$ cat src/rtl/tdf_pkg.sv
package tdf_pkg;

    // width of the value being factored and of every factor
    localparam int VALUE_WIDTH = 31;

    // bit counter for one serial divide
    localparam int CNT_WIDTH = $clog2(VALUE_WIDTH);

    // first trial divisor
    localparam logic [VALUE_WIDTH-1:0] FIRST_DIVISOR = VALUE_WIDTH'(2);

    typedef enum logic [1:0] {
        ST_IDLE,
        ST_DIVIDE,
        ST_DECIDE,
        ST_EMIT
    } tdf_state_t;

endpackage

$ cat src/rtl/trial_division_factorizer_core.sv
// trial division prime factorizer
//
// input channel: item_valid / item_stall with the value word; one word is taken
// when item_valid is high and item_stall is low. item_stall stays high from the
// cycle after a word is taken until its last factor is in the output register
// output channel: result_valid / result_stall with factor, no_factor and last;
// one word per prime factor in ascending order with repeats, last marks the
// final one. a value of 0 or 1 gives a single word with no_factor and last set
// and a zero factor
// one restoring divider, one quotient bit per cycle, is shared by every trial:
// a trial is VALUE_WIDTH divide steps and a decide state, each factor found costs
// one more trial and a pass through the emit state; a prime v is the worst case:
// trials run from 2 to floor(sqrt(v)) + 1
// the factor word sits in an output register, so a stalled receiver only holds
// the sequencer in its emit state; nothing is dropped or repeated
// reset (rst_n low, asynchronous) returns the sequencer to idle and empties
// the output register
module trial_division_factorizer_core (
    input  logic                          clk,
    input  logic                          rst_n,
    input  logic                          item_valid,
    output logic                          item_stall,
    input  logic [tdf_pkg::VALUE_WIDTH-1:0] value,
    output logic                          result_valid,
    input  logic                          result_stall,
    output logic [tdf_pkg::VALUE_WIDTH-1:0] factor,
    output logic                          no_factor,
    output logic                          last
);
    import tdf_pkg::*;

    tdf_state_t state_reg, state_next;

    // working remainder and current trial divisor
    logic [VALUE_WIDTH-1:0] rem_reg;
    logic [VALUE_WIDTH-1:0] div_reg;

    // serial divider: quotient shifts in while dividend bits shift out
    logic [VALUE_WIDTH-1:0] quot_reg;
    logic [VALUE_WIDTH-1:0] part_reg;
    logic [CNT_WIDTH-1:0]   count_reg;

    // factor waiting for the output register
    logic [VALUE_WIDTH-1:0] pend_factor_reg;
    logic                   pend_nf_reg;
    logic                   pend_last_reg;

    // output register
    logic                   result_valid_reg;
    logic [VALUE_WIDTH-1:0] factor_reg;
    logic                   no_factor_reg;
    logic                   last_reg;

    logic                   accept;
    logic                   small_value;
    logic [VALUE_WIDTH:0]   trial;
    logic [VALUE_WIDTH:0]   diff;
    logic                   fits;
    logic                   div_done;
    logic                   stop;
    logic                   even;
    logic                   slot_free;
    logic                   load_div;
    logic                   step_div;
    logic                   load_out;
    logic                   busy;

    // datapath terms
    assign accept      = item_valid && !item_stall;
    assign small_value = (value[VALUE_WIDTH-1:1] == '0);
    assign trial       = {part_reg, quot_reg[VALUE_WIDTH-1]};
    assign diff        = trial - {1'b0, div_reg};
    assign fits        = (trial >= {1'b0, div_reg});
    assign div_done    = (count_reg == '0);
    // divisor above quotient: divisor squared exceeds the remainder
    assign stop        = (div_reg > quot_reg);
    assign even        = (part_reg == '0);
    assign slot_free   = !result_valid_reg || !result_stall;

    // next state
    always_comb
    begin
        state_next = state_reg;
        unique case (state_reg)
            ST_IDLE:
            begin
                if (item_valid)
                begin
                    state_next = small_value ? ST_EMIT : ST_DIVIDE;
                end
            end
            ST_DIVIDE:
            begin
                if (div_done)
                begin
                    state_next = ST_DECIDE;
                end
            end
            ST_DECIDE:
            begin
                state_next = (stop || even) ? ST_EMIT : ST_DIVIDE;
            end
            ST_EMIT:
            begin
                if (slot_free)
                begin
                    state_next = pend_last_reg ? ST_IDLE : ST_DIVIDE;
                end
            end
            default:
            begin
                state_next = ST_IDLE;
            end
        endcase
    end

    // sequencer outputs
    always_comb
    begin
        busy     = 1'b1;
        step_div = 1'b0;
        load_out = 1'b0;
        unique case (state_reg)
            ST_IDLE:   busy = 1'b0;
            ST_DIVIDE: step_div = 1'b1;
            ST_DECIDE: busy = 1'b1;
            ST_EMIT:   load_out = slot_free;
            default:   busy = 1'b1;
        endcase
        load_div = (state_next == ST_DIVIDE) && (state_reg != ST_DIVIDE);
    end

    assign item_stall = busy;

    always_ff @(posedge clk or negedge rst_n)
    begin
        if (!rst_n)
        begin
            state_reg <= ST_IDLE;
        end
        else
        begin
            state_reg <= state_next;
        end
    end

    // remainder, divisor and pending factor
    always_ff @(posedge clk)
    begin
        if (accept)
        begin
            rem_reg         <= value;
            div_reg         <= FIRST_DIVISOR;
            pend_factor_reg <= '0;
            pend_nf_reg     <= 1'b1;
            pend_last_reg   <= 1'b1;
        end
        else if (state_reg == ST_DECIDE)
        begin
            if (stop)
            begin
                pend_factor_reg <= rem_reg;
                pend_nf_reg     <= 1'b0;
                pend_last_reg   <= 1'b1;
            end
            else if (even)
            begin
                pend_factor_reg <= div_reg;
                pend_nf_reg     <= 1'b0;
                pend_last_reg   <= 1'b0;
                rem_reg         <= quot_reg;
            end
            else
            begin
                div_reg <= div_reg + VALUE_WIDTH'(1);
            end
        end
    end

    // shared restoring divider
    always_ff @(posedge clk)
    begin
        if (load_div)
        begin
            quot_reg  <= (state_reg == ST_IDLE) ? value : rem_reg;
            part_reg  <= '0;
            count_reg <= CNT_WIDTH'(VALUE_WIDTH - 1);
        end
        else if (step_div)
        begin
            quot_reg  <= {quot_reg[VALUE_WIDTH-2:0], fits};
            part_reg  <= fits ? diff[VALUE_WIDTH-1:0] : trial[VALUE_WIDTH-1:0];
            count_reg <= count_reg - CNT_WIDTH'(1);
        end
    end

    // output register
    always_ff @(posedge clk or negedge rst_n)
    begin
        if (!rst_n)
        begin
            result_valid_reg <= 1'b0;
        end
        else if (load_out)
        begin
            result_valid_reg <= 1'b1;
        end
        else if (!result_stall)
        begin
            result_valid_reg <= 1'b0;
        end
    end

    always_ff @(posedge clk)
    begin
        if (load_out)
        begin
            factor_reg    <= pend_factor_reg;
            no_factor_reg <= pend_nf_reg;
            last_reg      <= pend_last_reg;
        end
    end

    assign result_valid = result_valid_reg;
    assign factor       = factor_reg;
    assign no_factor    = no_factor_reg;
    assign last         = last_reg;

    // checks
    a_no_factor_form: assert property (@(posedge clk) disable iff (!rst_n)
        result_valid && no_factor |-> last && (factor == '0))
        else $error("no-factor word must be final and carry zero");

    a_real_factor_min: assert property (@(posedge clk) disable iff (!rst_n)
        result_valid && !no_factor |-> (factor >= VALUE_WIDTH'(2)))
        else $error("real factor below two");

    a_divide_runs: assert property (@(posedge clk) disable iff (!rst_n)
        (state_reg == ST_DIVIDE) && !div_done |=> (state_reg == ST_DIVIDE))
        else $error("divide left before all quotient bits");

    a_divisor_min: assert property (@(posedge clk) disable iff (!rst_n)
        (state_reg == ST_DIVIDE) |-> (div_reg >= FIRST_DIVISOR))
        else $error("trial divisor below two");

    a_accept_busy: assert property (@(posedge clk) disable iff (!rst_n)
        accept |=> (state_reg != ST_IDLE))
        else $error("sequencer idle after taking a word");

endmodule
$ cat config.mk
export PLATFORM = sky130hd
export DESIGN_NAME = trial_division_factorizer_core
export DESIGN_NICKNAME = d
export VERILOG_FILES = /design/src/rtl/tdf_pkg.sv /design/src/rtl/trial_division_factorizer_core.sv
export SDC_FILE = /design/constraint.sdc
export NUM_CORES = 1
export LEC_CHECK = 0
export BUFFER_PORTS_ARGS = -buffer_cell sky130_fd_sc_hd__buf_2
export CAP_MARGIN = 20
export CORE_ASPECT_RATIO = 1.2
export CORE_MARGIN = 4
export CORE_UTILIZATION = 62
export DETAILED_ROUTE_END_ITERATION = 8
export GPL_TIMING_DRIVEN = 0
export PLACE_DENSITY = 0.81
export SLEW_MARGIN = 20
export SYNTH_ARGS = -nofsm -noshare
export SYNTH_HDL_FRONTEND = slang
export SYNTH_SLANG_ARGS = --single-unit
$ cat constraint.sdc
create_clock -name clk -period 6.4 [get_ports clk]
set_input_delay 0.32 -clock clk [delete_from_list [all_inputs] [get_ports clk]]
set_output_delay 0.32 -clock clk [all_outputs]
set_load 0.02 [all_outputs]
==> metrics list <==
- Vertical extent of the die: 155 µm
- Along the worst path, the maximum fanout reaches 22.
* HPWL after DPL: 21700 µm
- The routed design uses 1860 µm of met3 wire.
* Tightest slew margin relative to the limit: 0.437
* Arrival time reported for the critical path endpoint: 3.75 ns
* Mapped cell area: 11200 µm²
- For this run, design rule violations remaining after detail routing come to 0.
- Mean cell area of the mapped netlist: 9.29 µm²
- The Yosys step of the flow raised 0 warnings.
* Gr usage total: 0.285
- Of the cells placed in the final design, the portion with a size suffix greater than 1 is 0.112.
* # setup viols final: 0
- Synthesis produced a netlist with a net count of 1302.
- In the final timing run, aggregate negative setup slack is 0 ns.
- Number of standard cells after synthesis: 1202
* WL final: 28400 µm
- Dividing the detail-routed wire length by the instance count gives 18.6 µm.
* Largest cells by area after synthesis: edfxtp_1 (26%), dfxtp_1 (18%), mux2i_1 (7.3%)
- Count of hold buffers inserted by post-cts repair: 1
* Final instance area: 12500 µm²
- Pre-antenna DRT Iters: 5
- Post-detailed-route via-to-cell ratio: 6.11
* Share of synthesized flip-flops with an asynchronous set or reset: 0.0152
* Classification of the worst-slack hold path: in2reg
- After synthesis, the most frequently instantiated cells are nor2_1 (122), nand2_1 (118), dfxtp_1 (100), edfxtp_1 (95), a21oi_1 (90).
- WS Path Type: reg2reg
- The number of gates resized after CTS was 0.
- Synthesis inferred 198 register bits.
- The floorplan step defined a core boundary enclosing 17600 µm².
- Slew at the pin with the worst max-slew slack: 0.844 ns
- Clock tree from TritonCTS: yes
- For this block, the via count after detailed routing is 9336.
- The share of synthesized area in the top cell type comes to 0.255.
* Number of placement rows: 53
- In this run the cell area measured after placement is 11900 µm².
- Relative to the synthesized area, the layout overhead comes to 11.9%.
- Clock latency on the worst-skew pair: 0.44 ns
- Final hold vios: 0
- Max rail drop VDD: 0.000395 V
* Post-CTS setup buffer count: 0
- In the final routing, the length of wire on met1 measures 11500 µm.
- Number of max-cap violations: 0
- STA puts the critical path data required time at 6.54 ns.
- For the final database, setup skew stands at 0.00932 ns.
- Via count of the first global-routing pass: 9209
- Once detail routing completed, the nets flagged for antenna violations numbered 0.
- Clock slew at reported path FFs: 0.07 ns
* Num CTS Buffers: 17
* Initial antenna violation count: 0
- After detailed routing, no signal wire sits above met4.
- Final #Nets: 1394
- I/O Buffers: 69
- RSZ-0062 raised after global routing: false
- Top-level port count: 70
- Share of the yosys chip area belonging to registers: 0.441
- For this design the ratio of total power to cell area is 600 nW/µm².
- The first global-routing pass estimated 45400 µm of wire.
- The routed design uses 13800 µm of met2 wire.
* Yosys cell types: 73
- For the finished layout, the period the worst path requires is 3.61 ns.
- Post-synth top area cell: edfxtp_1
- Reported leakage power: 4.81 nW
- Final RePlAce weighted congestion: 0.922
- In the finished design, the share of the clock period the worst path needs comes to 0.564.
- Clock tree root driver cell: clkbuf_16
* Maximum number of buffers from clock root to sink: 2
- Entering global routing, the biggest net connects 23 pins.
- Timing would allow up to 277 MHz.
- The floorplan step defined a die boundary enclosing 20200 µm².
- Among all flip-flop cells after synthesis, the most frequent one is dfxtp_1.
* Count of final max-slew check failures: 0
- The run finished with clean final reports.
* Cell with the most instances after synthesis: nor2_1
- The floorplan step set the die width to 131 µm.
- GRT Residual Overflow: 0
- The repair_antennas step left the layout with diodes totalling 0.
- Number of DRC markers in iteration 0: 778
* Effective utilization at floorplan: 0.633
* Critical Path Source Type: flip-flop
- In this run, synthesis inferred 95 flip-flops with an integrated enable.
- The worst setup path is captured at a flip-flop.
* Final core utilization: 0.709
- In this run the number of H-tree levels came out at 4.
- The clock drives 198 sinks.
-- report_power, final --
part	switching, mW	internal [mW]
clock	0.495	0.588
sequential	0.418	1.92
combinational	2.36	1.72
total	3.27	4.23
-- critical path, stage by stage, from the launching register on --
cell and delay [ns]:
dfxtp_1 0.40, ha_1 0.35, nand4_1 0.17, nor4_2 0.53, nand2_1 0.13, a22oi_2 0.45
nand2_2 0.29, buf_2 0.31, o21ai_4 0.44, buf_16 0.24
-- layout make-up --
type / instances / area [µm²]
buffer: 59 / 273
clock buffer: 18 / 429
clock inverter: 14 / 168
fill: 1345 / 5130
inverter: 77 / 289
multi-input combinational: 868 / 5700
sequential: 198 / 4930
tap: 220 / 275
timing repair buffer: 73 / 438
-- stage by stage --
step                worst slack (ns)  total power [mW]  hold WS, ns  std cells
floorplan                       1.65              5.39       0.0244       1202
global placement              -0.224              6.20        0.132       1491
detailed placement              2.85              6.36        0.135       1494
CTS                             2.82              7.45        0.170       1527
global route                    2.63              8.10        0.164       1527
finish                          2.79              7.50        0.174       1527
-- cells in the final DEF (no fill, tap or decap), types with 4 or more instances in the layout --
cell and n:
nor2_1 122, edfxtp_1 95, o21a_1 6, o21ai_0 69, nand2b_1 5, o21ai_1 17, o31ai_1 5, dfxtp_1 100
a21oi_1 89, clkbuf_1 41, ha_1 64, inv_1 76, a211oi_1 38, nand4_1 27, mux2i_1 81, nand2_1 118
or3_1 5, o211ai_1 11, nand3_1 35, a21o_1 5, xnor2_1 40, nor3_1 20, clkinv_4 5, or2_2 5
nor2b_1 7, xor2_1 11, a2bb2oi_1 6, buf_6 4, nor4_1 16, buf_2 83, clkbuf_16 17, a211o_1 4
-- worst paths after layout --
check                                    from           end  slack (ns)  depth (start not counted)
setup / recovery                  div_reg[14]    rem_reg[3]        2.79                          9
hold / removal                       value[0]    rem_reg[0]        0.17                          3
setup reg to reg                  div_reg[14]    rem_reg[3]        2.79                          9
hold reg to reg            pend_factor_reg[7]     factor[7]        0.43                          0
max in group asynchronous               rst_n  state_reg[0]        6.05                          2
min in group asynchronous               rst_n  result_valid        0.22                          2
-- routing by layer --
layer  up-vias  track usage
met3        79       0.0429
li1       4516            -
met1      4374        0.354
met4         0        0.131
met5         -            0
met2       367        0.483
-- cell families after synthesis --
group / count (synthesis) / share of synthesized area
AOI/OAI and AO/OA: 284 / 0.159
xor gates and xnor gates: 51 / 0.0400
adders and majority gates: 65 / 0.0735
buffers and inverters: 136 / 0.0503
DFF: 198 / 0.441
muxes: 82 / 0.0739
and+or+nand+nor: 386 / 0.162
Power figures use the tool's default switching activity.
